`config.mk`:
```
export PLATFORM = sky130hd
export DESIGN_NAME = can_tx_frame_queue_flat
export DESIGN_NICKNAME = d
export VERILOG_FILES = /design/src/sv/ctfq_pkg.sv /design/src/sv/ctfq_stream_if.sv /design/src/sv/ctfq_cell.sv /design/src/sv/can_tx_frame_queue.sv /design/src/flat_wrapper.sv
export SDC_FILE = /design/constraint.sdc
export NUM_CORES = 1
export LEC_CHECK = 0
export BUFFER_PORTS_ARGS = -buffer_cell sky130_fd_sc_hd__buf_4
export CAP_MARGIN = 25
export CORE_AREA = 2 2 382 384
export CTS_CLUSTER_SIZE = 25
export DETAILED_ROUTE_END_ITERATION = 16
export DIE_AREA = 0 0 384 386
export GPL_ROUTABILITY_DRIVEN = 0
export PLACE_DENSITY = 0.59
export SLEW_MARGIN = 20
export SYNTH_ARGS = -nofsm -noshare
export SYNTH_HDL_FRONTEND = slang
export SYNTH_SLANG_ARGS = --single-unit
```
`constraint.sdc`:
```
create_clock -name clk -period 6.7 [get_ports clk]
set_input_delay 1.34 -clock clk [delete_from_list [all_inputs] [get_ports clk]]
set_output_delay 1.34 -clock clk [all_outputs]
set_load 0.005 [all_outputs]
```
`src/sv/ctfq_pkg.sv`:
```
`default_nettype none
// ----------------------------------------------------------------------------
// ctfq_pkg
// Types shared by the CAN transmit frame queue: transaction payloads, the
// stored frame and the per-cell control word.
// ----------------------------------------------------------------------------
package ctfq_pkg;

	typedef enum logic {
		ACT_PUSH = 1'b0,
		ACT_POLL = 1'b1
	} action_t;

	typedef struct packed {
		action_t     action;
		logic [10:0] frame_id;
		logic [3:0]  frame_length;
		logic [63:0] payload;
		logic        transmitter_free;
	} ctfq_req_t;

	typedef struct packed {
		logic        sent;
		logic [10:0] sent_id;
		logic [3:0]  sent_length;
		logic [63:0] sent_payload;
		logic        overwrote;
		logic [3:0]  occupancy;
	} ctfq_rsp_t;

	// one stored frame: 11 + 4 + 64 = 79 bits
	typedef struct packed {
		logic [10:0] id;
		logic [3:0]  length;
		logic [63:0] payload;
	} frame_t;

	// per-cell control
	typedef struct packed {
		logic load;   // take the incoming frame
		logic shift;  // take the neighbor's frame (queue pops)
	} cell_ctl_t;

endpackage
`default_nettype wire

```
`src/sv/ctfq_stream_if.sv`:
```
`default_nettype none
// ----------------------------------------------------------------------------
// ctfq_stream_if
// Valid/ready channel carrying one payload per transaction.
// ----------------------------------------------------------------------------
interface ctfq_stream_if #(
	parameter type T = logic
);
	logic valid;
	logic ready;
	T     data;

	modport source (output valid, output data, input ready);
	modport sink   (input valid, input data, output ready);
endinterface
`default_nettype wire

```
`src/sv/ctfq_cell.sv`:
```
`default_nettype none
// ----------------------------------------------------------------------------
// ctfq_cell
// One slot of the shifting frame chain; loads a new frame or takes its
// upstream neighbor's frame when the queue pops.
// ----------------------------------------------------------------------------
module ctfq_cell
	import ctfq_pkg::*;
(
	input  wire logic      clk,
	input  wire cell_ctl_t ctl,
	input  wire frame_t    din,
	input  wire frame_t    nbr,
	output frame_t         q
);

	frame_t slot_q;

	always_ff @(posedge clk) begin
		if (ctl.load) begin
			slot_q <= din;
		end else if (ctl.shift) begin
			slot_q <= nbr;
		end
	end

	assign q = slot_q;

endmodule
`default_nettype wire

```
`src/sv/can_tx_frame_queue.sv`:
```
`default_nettype none
// ----------------------------------------------------------------------------
// can_tx_frame_queue
// Transmit queue of CAN frames in front of a single controller transmit
// buffer, built as a row of shifting frame cells with the head at cell 0.
// ----------------------------------------------------------------------------
// Result: registered, and shown the cycle after the request is accepted.
// Throughput: one transaction per cycle while the sink takes each result;
//   a held result stalls req.ready. The pointer update, the write into
//   the cell row and the head read all complete in the accepting cycle.
// Reset: arst_n clears head, tail and the result-valid flag; frame cells are
//   not cleared and only ever read after being written.
// ----------------------------------------------------------------------------
module can_tx_frame_queue
	import ctfq_pkg::*;
#(
	parameter int QUEUE_DEPTH = 16
) (
	input  wire logic   clk,
	input  wire logic   arst_n,
	ctfq_stream_if.sink   req,
	ctfq_stream_if.source rsp
);

	localparam int IW = (QUEUE_DEPTH > 2) ? $clog2(QUEUE_DEPTH) : 1;
	localparam int OW = (IW > 4) ? IW : 4;
	localparam logic [IW-1:0] LAST = IW'(QUEUE_DEPTH - 1);

	// Absolute head/tail pointers; cell k of the row holds slot head+k.
	logic [IW-1:0] head_q, tail_q;
	logic          rsp_valid_q;
	ctfq_rsp_t     rsp_q;

	frame_t        cells [QUEUE_DEPTH];
	frame_t        new_frame;
	cell_ctl_t     ctl   [QUEUE_DEPTH];

	logic          accept;
	logic          push, pop, overwrite, store;
	logic [IW-1:0] count;       // tail - head before the transaction
	logic [IW-1:0] tail_push;   // tail after the push
	logic [IW-1:0] head_inc;
	logic [IW-1:0] head_nxt, tail_nxt;
	logic [IW-1:0] wpos;        // cell taking the new frame after any shift
	logic [OW-1:0] occ_wide;
	frame_t        head_frame;
	ctfq_rsp_t     rsp_nxt;

	// Output register frees up whenever the sink takes its transaction.
	assign req.ready = !rsp_valid_q || rsp.ready;
	assign accept    = req.valid && req.ready;

	assign new_frame.id      = req.data.frame_id;
	assign new_frame.length  = req.data.frame_length;
	assign new_frame.payload = req.data.payload;

	// Pointer arithmetic. Tail holds at the last slot once it gets there.
	always_comb begin
		push      = (req.data.action == ACT_PUSH);
		count     = tail_q - head_q;
		overwrite = push && (tail_q == LAST);
		tail_push = (push && !overwrite) ? tail_q + 1'b1 : tail_q;
		pop       = (head_q != tail_push) && req.data.transmitter_free;
		head_inc  = head_q + 1'b1;
		head_nxt  = head_q;
		tail_nxt  = tail_push;
		if (pop) begin
			if (head_inc == tail_push) begin
				// emptied: both pointers return to zero
				head_nxt = '0;
				tail_nxt = '0;
			end else begin
				head_nxt = head_inc;
			end
		end
		// A push into an empty queue that pops at once bypasses the row.
		store = push && !(pop && (count == '0));
		wpos  = pop ? count - 1'b1 : count;
	end

	// Head frame, with bypass for a frame pushed into an empty queue.
	assign head_frame = (push && (count == '0)) ? new_frame : cells[0];

	// The cell row.
	for (genvar k = 0; k < QUEUE_DEPTH; k++) begin : g_cell
		frame_t nbr;
		if (k == QUEUE_DEPTH - 1) begin : g_end
			assign nbr = cells[k];
		end else begin : g_mid
			assign nbr = cells[k+1];
		end

		assign ctl[k].load  = accept && store && (wpos == IW'(k));
		assign ctl[k].shift = accept && pop;

		ctfq_cell u_cell (
			.clk (clk),
			.ctl (ctl[k]),
			.din (new_frame),
			.nbr (nbr),
			.q   (cells[k])
		);
	end

	// Result of the transaction.
	always_comb begin
		occ_wide              = OW'(tail_nxt - head_nxt);
		rsp_nxt.sent          = pop;
		rsp_nxt.sent_id       = pop ? head_frame.id      : '0;
		rsp_nxt.sent_length   = pop ? head_frame.length  : '0;
		rsp_nxt.sent_payload  = pop ? head_frame.payload : '0;
		rsp_nxt.overwrote     = overwrite;
		rsp_nxt.occupancy     = occ_wide[3:0];
	end

	always_ff @(posedge clk or negedge arst_n) begin
		if (!arst_n) begin
			head_q      <= '0;
			tail_q      <= '0;
			rsp_valid_q <= 1'b0;
		end else begin
			if (accept) begin
				head_q <= head_nxt;
				tail_q <= tail_nxt;
			end
			if (req.ready) begin
				rsp_valid_q <= accept;
			end
		end
	end

	always_ff @(posedge clk) begin
		if (accept) begin
			rsp_q <= rsp_nxt;
		end
	end

	assign rsp.valid = rsp_valid_q;
	assign rsp.data  = rsp_q;

endmodule
`default_nettype wire

```
`src/flat_wrapper.sv`:
```
// flat-port wrapper written by rule: the top's interface ports become plain ports
module can_tx_frame_queue_flat import ctfq_pkg::*;
#(
	parameter int QUEUE_DEPTH = 16
)
  (clk, arst_n, req_valid, req_data, req_ready, rsp_valid, rsp_data, rsp_ready);
  ctfq_stream_if #(.T(ctfq_req_t)) req_i ();
  ctfq_stream_if #(.T(ctfq_rsp_t)) rsp_i ();
  input  wire logic clk;
  input  wire logic arst_n;
  input wire logic [$bits(req_i.valid)-1:0] req_valid;
  input wire logic [$bits(req_i.data)-1:0] req_data;
  output wire logic [$bits(req_i.ready)-1:0] req_ready;
  output wire logic [$bits(rsp_i.valid)-1:0] rsp_valid;
  output wire logic [$bits(rsp_i.data)-1:0] rsp_data;
  input wire logic [$bits(rsp_i.ready)-1:0] rsp_ready;
  assign req_i.valid = req_valid;
  assign req_i.data = req_data;
  assign req_ready = req_i.ready;
  assign rsp_valid = rsp_i.valid;
  assign rsp_data = rsp_i.data;
  assign rsp_i.ready = rsp_ready;
  can_tx_frame_queue #(.QUEUE_DEPTH(QUEUE_DEPTH)) u_core (.clk(clk), .arst_n(arst_n), .req(req_i), .rsp(rsp_i));
endmodule
```
* Yosys cells after proc, flatten, opt, wreduce, memory -nomap -nowiden *
Index checks and enable logic that the tools add are counted.

word-level totals
  logic and storage cells = 164
  register bits after elaboration = 1,358
  bits of input ports = 85

operators by class
  add/subtract/negate cells = 5
  muxes and demuxes = 37
  bitwise operators = 1
  reductions and logical operators = 46
  equality and inequality tests = 18

operator list
  kind                                                                   number
  79-bit two-way mux                                                     31
  4-bit equality test, second input constant                             9
  2-bit nonzero test                                                     15
  1-bit logical AND                                                      25
  4-bit two-way mux                                                      6
  4-bit by 3-bit equality test with 1-bit output, second input constant  4
  4-bit by 1-bit adder with 4-bit output, second input constant          2
  4-bit by 2-bit equality test with 1-bit output, second input constant  2
  4-bit logical NOT                                                      2
  4-bit subtractor                                                       2
  4-bit by 1-bit equality test with 1-bit output, second input constant  1
  4-bit equality test                                                    1
  4-bit inequality test                                                  1
  4-bit by 1-bit subtractor with 4-bit output, second input constant     1
  1-bit logical NOT                                                      3
  1-bit logical OR                                                       1
  1-bit NOT                                                              1

* Logic depth before layout (Yosys ltp) *
Gate-level depths: netlist of run 1.

  depth in word-level cells = 13
  depth in mapped cells = 15
  gate-level depth less buffers = 14

* By module *
A second synthesis of run 1 with hierarchy kept.

unflattened totals
  cell total of the unflattened synthesis = 3,214
  area total of the unflattened synthesis = 64,934.8 um^2

by module, submodules not included
  module              sequential area each (um^2)  times used  cells each  area each (um^2)
  ctfq_cell           2,372.3                      16          168         3,736.1
  can_tx_frame_queue  2,777.7                      1           526         5,157.4

* Least setup slack after synthesis of run 1 *
Ideal clock, no wire load.

  path kind = input-to-reg
  start point = input port rsp_ready
  end point = register u_core.g_cell[10].u_cell.slot_q (netlist bit u_core.g_cell[10].u_cell.q[0]), enable pin
  arrival = 5,535 ps
  setup time = 440 ps
  buffers on the path = 1
  path slack = 726 ps
  cell stages on the path = 6
  cells stage by stage = nand2b_1 > nand2_1 > inv_1 > nand2_1 > clkbuf_1 > nand2_1

between the ends
  word-level cells in the longest chain between the ends = 5

RTL lines
  item                            RTL line                  text
  start: declaration              flat_wrapper.sv:16        input wire logic [$bits(rsp_i.ready)-1:0] rsp_ready;
  1-bit logical OR *              can_tx_frame_queue.sv:50  assign req.ready = !rsp_valid_q || rsp.ready;
  1-bit logical AND *             can_tx_frame_queue.sv:51  assign accept = req.valid && req.ready;
  via u_core.accept               can_tx_frame_queue.sv:38  logic accept;
  1-bit logical AND (2 in a row)  can_tx_frame_queue.sv:93  assign ctl[k].load = accept && store && (wpos == IW'(k));
  2-bit nonzero test (no line) *  n/a
  end signal: assignment          ctfq_cell.sv:21           slot_q <= din;
  end signal: assignment          ctfq_cell.sv:23           slot_q <= nbr;
  end: declaration                ctfq_cell.sv:17           frame_t slot_q;

The timed path passes the listed nets; every way through them passes the cells marked *.
A chain may end at the register's enable or synchronous reset.

* Worst setup path after layout of run 1 *
  start point = register u_core.tail_q[1]
  end point = register u_core.g_cell[9].u_cell.slot_q (netlist bit u_core.g_cell[9].u_cell.q[23]) (data pin)

between the ends
  word-level cells in the longest chain between the ends = 13

RTL lines
  item                                                                       RTL line                   text
  start: declaration                                                         can_tx_frame_queue.sv:30   logic [IW-1:0] head_q, tail_q;
  start signal: assignment                                                   can_tx_frame_queue.sv:124  tail_q <= tail_nxt;
  parallel branches: the longest is 11 deep, another holds 4-bit subtractor  n/a
  1-bit logical AND *                                                        can_tx_frame_queue.sv:93
  79-bit two-way mux *                                                       ctfq_cell.sv:20            if (ctl.load) begin
  end signal: assignment                                                     ctfq_cell.sv:21
  end signal: assignment                                                     ctfq_cell.sv:23
  end: declaration                                                           ctfq_cell.sv:17

Mark *: on every way between the ends.

==> results of run 1 <==
## worst paths after layout
kind	cells after the start	endpoint	from
worst min register to register	1	u_core.g_cell[1].u_cell.q[13]	u_core.g_cell[2].u_cell.q[13]
worst min-delay path	1	u_core.head_q[1]	arst_n
min in group clk	1	u_core.g_cell[1].u_cell.q[13]	u_core.g_cell[2].u_cell.q[13]
worst max register to register	10	u_core.g_cell[9].u_cell.q[23]	u_core.tail_q[1]
max in group asynchronous	1	u_core.tail_q[2]	arst_n
worst max-delay path	10	u_core.g_cell[9].u_cell.q[23]	u_core.tail_q[1]
## critical path: cells and delay by family (launching register included)
kind	cells	cell delay (ns)
AO/OA/AOI/OAI	4	1.65
XOR/XNOR	1	0.23
buffers and inverters	2	1.28
adder cells (fa/ha/maj)	1	0.31
multiplexers	2	0.89
flip-flops	1	0.48
## power by group
part,switching (uW),internal (uW)
registers,385,11900
logic,3390,2450
clock network,3270,4280
total,7050,18600
## cells in the final DEF, fill, tap and decap left out, types with 13 or more instances in the layout
cell,count
clkbuf_1,44
nand2_4,22
buf_12,23
a21oi_1,89
buf_4,216
edfxtp_1,1349
inv_1,13
clkbuf_16,150
xnor2_1,16
clkinv_1,46
mux2_2,1186
nand2_1,181
## kinds of logic (layout without fill, tap and decap cells)
group | after synthesis | in the layout | synth area share (%)
flip-flops | 1358 | 1358 | 71.0
multiplexers | 1193 | 1193 | 23.4
XOR/XNOR | 20 | 20 | 0.353
AND/OR/NAND/NOR | 254 | 254 | 1.82
adder cells (fa/ha/maj) | 12 | 12 | 0.288
other | 0 | 1 | 0
buffers and inverters | 248 | 522 | 1.88
AO/OA/AOI/OAI | 125 | 125 | 1.23
## flip-flops by register name, summed over array words and instances, names as in the netlist
signal and count:
u_core.g_cell.u_cell.q 1264, u_core.head_q 4, u_core.rsp.data 85, u_core.rsp.valid 1, u_core.tail_q 4
## per-layer routing
metal | up-vias | track usage, % | part of all wire, %
met4 | 4 | 4.79 | 2.4
li1 | 12900 | - | -
met2 | 603 | 26.0 | 47
met5 | - | 0 | 0.025
met3 | 170 | 3.10 | 5.1
met1 | 14400 | 22.4 | 45
## layout make-up
class                           instances  area (um2)  share of cell area (%)
Antenna cell                            1        2.50                 0.00382
Sequential cell                      1358       40700                    62.2
Timing Repair Buffer                  239        2080                    3.18
Multi-Input combinational cell       1604       15800                    24.1
Clock buffer                          194        3920                    5.98
Inverter                               15        58.8                  0.0898
Tap cell                             1917        2400                    3.66
Clock inverter                         74         509                   0.777
## per-stage QoR
stage / hold WS [ns] / cells
floorplan: 0.523 / 3210
global placement: 0.525 / 5133
detailed placement: 0.530 / 5133
CTS: 0.336 / 5401
global route: 0.363 / 5401
finish: 0.405 / 5402
==> flow_summary.toml, run 1 <==
[synthesis]
syn_avg_cell_area_um2 = 17.9
yosysUniqueCellTypes = 47
synth-async-reset-ratio_pct = 0.663
ys.flop_type = "edfxtp_1"
syn-cell-area_um2 = 57400
synth_top_area_cell = "edfxtp_1"
synthCells = 3210
seq_area_frac_synth_pct = 71.0
yosys-top-cells-area = "edfxtp_1 71%, mux2_2 23%, nand2_1 1.3%, buf_2 1.0%, a21oi_1 0.78%"
synth_top_area_share_pct = 70.6
yosysWarnings = 0
yosysMostFrequentCell = "edfxtp_1"
synth-seq-cells = 1358
synthTopCellsByCount = "1349 x edfxtp_1, 1186 x mux2_2, 203 x nand2_1"
synth_fp_nets = 3307
synth-edff-count = 1349

[clock_tree]
clk_pin_slew_ns = 0.06
clk_latency_ns = 0.76
cts_tree = "yes"
cts_sinks = 1358
clockBufferDepth = 3
root_buffer = "clkbuf_16"
ctsHoldBuffers = 0
cts_inserted_buffers = 148
cts_setup_buffers = 0
htreeDepth = 4
post_cts_resized = 0

[sta]
slew_violations = 0
setup_violations = 0
finalHoldViolCount = 0
layout_worst_path_cycle_share_pct = 77.2
max_freq_ghz = 0.193
rsz0062_at_grt = "no"
timing.final.ws_setup_ns = 1.53
finalCriticalPeriod_ns = 5.17
max-slew-margin-rel_pct = 37.4
skew_ns = 0.0180
setup_tns_ns = 0
tightest_slew_ns = 0.940

[floorplan]
start_util_pct = 39.7
die_w_um = 384
core_region_area_um2 = 145000
num_rows = 140
boundaryPins = 172
die_h_um = 386
dieArea_um2 = 148000

[worst_setup_path]
crit_arrival_ns = 5.67
worstPathMaxFanout = 51
crit_path_start_kind = "flip-flop"
path_class = "flip-flop to flip-flop"
end_kind = "flip-flop"
required_ns = 7.20
max_stage_delay_ns = 0.68
crit_chain = "ha_1 -> a31oi_2 -> mux2i_1 -> xnor2_1 -> o41ai_4 -> buf_4 -> a21oi_1 -> o21ai_4 -> buf_4 -> mux2_2"
crit_path_frequent_cell = "buf_4"
rrSetupSlack_ns = 1.53
cpMaxStageDelayCell = "buf_4"

[pwr]
leakagePower_uw = 0.0223
irDropWorstVdd_v = 0.000284
power.total_uw = 25600
p_per_area_nw_per_um2 = 392

[drt]
firstDrtPassIters = 5
drtAntennaViolNets = 0
avgRoutedWirePerCell_um = 22.0
drc = 0
totalWireLength_um = 119000
vias_per_cell = 5.20
num_vias = 28100
initialDrtViolationCount = 1994

[grt]
grt_use_total_pct = 16.2
grt_pass1_vias = 28800
grt_overflow = 0
antenna_found_initial = 4
grt_max_degree = 80
grt_pass1_wl_um = 182000

[run]
max_cap_violations = 0

[layout]
fin_area_um2 = 65500
final_core_util_pct = 45.3
area_growth_syn_to_layout_pct = 14.2
drive_above_1_share_pct = 47.0
nFillCells = 12500
num-nets-final = 3463

[placed_design]
hpwl_um = 68800
dpl_worst_slack_ns = 0.942
place.port_buffers = 171
placed_area_um2 = 61100

[min_path]
min_path_type = "input port to asynchronous set/reset pin"

[status]
status = "finished, final reports clean"
Note: power is estimated with default switching activity, not from simulation.
==> inputs of run 2 (changes only) <==
Clock period 6.7 ns to 5.4 ns, I/O delays scaled along.
==> flow_summary.toml, run 2 (same netlist as run 1, synthesis figures left out) <==
[status]
status = "finished, final reports clean"

[sta]
rsz0062_at_grt = "no"
skew_ns = 0.0310
max_freq_ghz = 0.213
tightest_slew_ns = 0.989
finalHoldViolCount = 0
setup_violations = 0
finalCriticalPeriod_ns = 4.69
max-slew-margin-rel_pct = 34.0
slew_violations = 0
layout_worst_path_cycle_share_pct = 86.9

[grt]
grt_pass1_vias = 28400
grt_max_degree = 80
grt_overflow = 0
grt_use_total_pct = 15.8
grt_pass1_wl_um = 178000
antenna_found_initial = 7

[clock_tree]
ctsHoldBuffers = 0
clk_pin_slew_ns = 0.06
post_cts_resized = 0
cts_sinks = 1358
htreeDepth = 4
clockBufferDepth = 3
cts_inserted_buffers = 145
root_buffer = "clkbuf_16"
cts_tree = "yes"
clk_latency_ns = 0.75
cts_setup_buffers = 0

[drt]
totalWireLength_um = 116000
drc = 0
drtAntennaViolNets = 0
avgRoutedWirePerCell_um = 21.6
num_vias = 27800
firstDrtPassIters = 7
vias_per_cell = 5.15
initialDrtViolationCount = 2024

[worst_setup_path]
crit_arrival_ns = 5.20
worstPathMaxFanout = 50
required_ns = 5.90
crit_path_start_kind = "flip-flop"
end_kind = "flip-flop"
r2r-start = "u_core.tail_q[1]"
startpoint = "u_core.tail_q[1]"
path_class = "flip-flop to flip-flop"

[layout]
multi_input_area_um2 = 15800
largest_reg_flops = 1264
regArea_um2 = 40700
mostFrequentLayoutCells = "1349 x edfxtp_1, 1186 x mux2_2, 202 x buf_4"
stdcell_count = 5396
mostFrequentLayoutCell = "edfxtp_1"
drive_above_1_share_pct = 47.2
area_growth_syn_to_layout_pct = 14.4
num-nets-final = 3462
nFillCells = 12400
final_core_util_pct = 45.4

[min_path]
min_path_type = "input port to asynchronous set/reset pin"

[placed_design]
place.port_buffers = 171
hpwl_um = 67700
dp_cells = 5135

[pwr]
irDropWorstVdd_v = 0.000341
power.total_uw = 31800
leakagePower_uw = 0.0223
p_per_area_nw_per_um2 = 485

[run]
max_cap_violations = 0

[floorplan]
num_rows = 140
start_util_pct = 39.7
core_region_area_um2 = 145000
die_w_um = 384
dieArea_um2 = 148000
die_h_um = 386
boundaryPins = 172
==> run 2: report_power, final <==
part	internal [uW]	switching (uW)
Combinational	3110	4240
Clock	5270	3980
Sequential	14700	465
==> run 2: area by class of cell <==
class | instances | area share [%]
Sequential cell | 1358 | 62.1
Multi-Input combinational cell | 1604 | 24.1
Clock buffer | 189 | 5.96
Tap cell | 1917 | 3.65
Timing Repair Buffer | 241 | 3.50
Clock inverter | 65 | 0.652
Inverter | 15 | 0.0915
Antenna cell | 7 | 0.0267
==> run 2: per-stage QoR <==
stage                     hold slack, ns  cell area (um2)  setup TNS, ns  setup WS [ns]
after floorplan                    0.523            57400         -41.42        -0.0724
after global placement             0.524            61300              0          0.488
after detailed placement           0.530            61300              0          0.357
after CTS                         0.0843            65600              0          0.760
after global routing               0.117            65600              0          0.513
final                              0.147            65600              0          0.706
==> run 2: worst paths after layout <==
| path | to | slack, ns | cells past startpoint |
|---|---|---|---|
| setup / recovery | u_core.g_cell[2].u_cell.q[53] | 0.71 | 9 |
| hold / removal | u_core.head_q[0] | 0.15 | 1 |
| setup reg to reg | u_core.g_cell[2].u_cell.q[53] | 0.71 | 9 |
| hold reg to reg | u_core.g_cell[5].u_cell.q[72] | 0.52 | 1 |
| max in group asynchronous | u_core.tail_q[3] | 5.11 | 1 |
| min in group clk | u_core.g_cell[5].u_cell.q[72] | 0.52 | 1 |
==> run 2: routing by layer <==
metal	wire length [um]	track usage [%]	up-vias
li1	-	-	12800
met1	52500	21.3	14100
met2	55400	25.9	603
met3	5950	2.90	179
met4	2590	4.73	2
met5	12	0	-
==> run 2: critical path, cell delays in order (launching register included) <==
cell and delay, ns:
dfrtp_1 0.47, ha_1 0.31, a31oi_2 0.42, mux2i_1 0.53, xnor2_1 0.23, o41ai_4 0.67
nor3_1 0.11, o211ai_1 0.48, buf_4 0.71, mux2_2 0.41
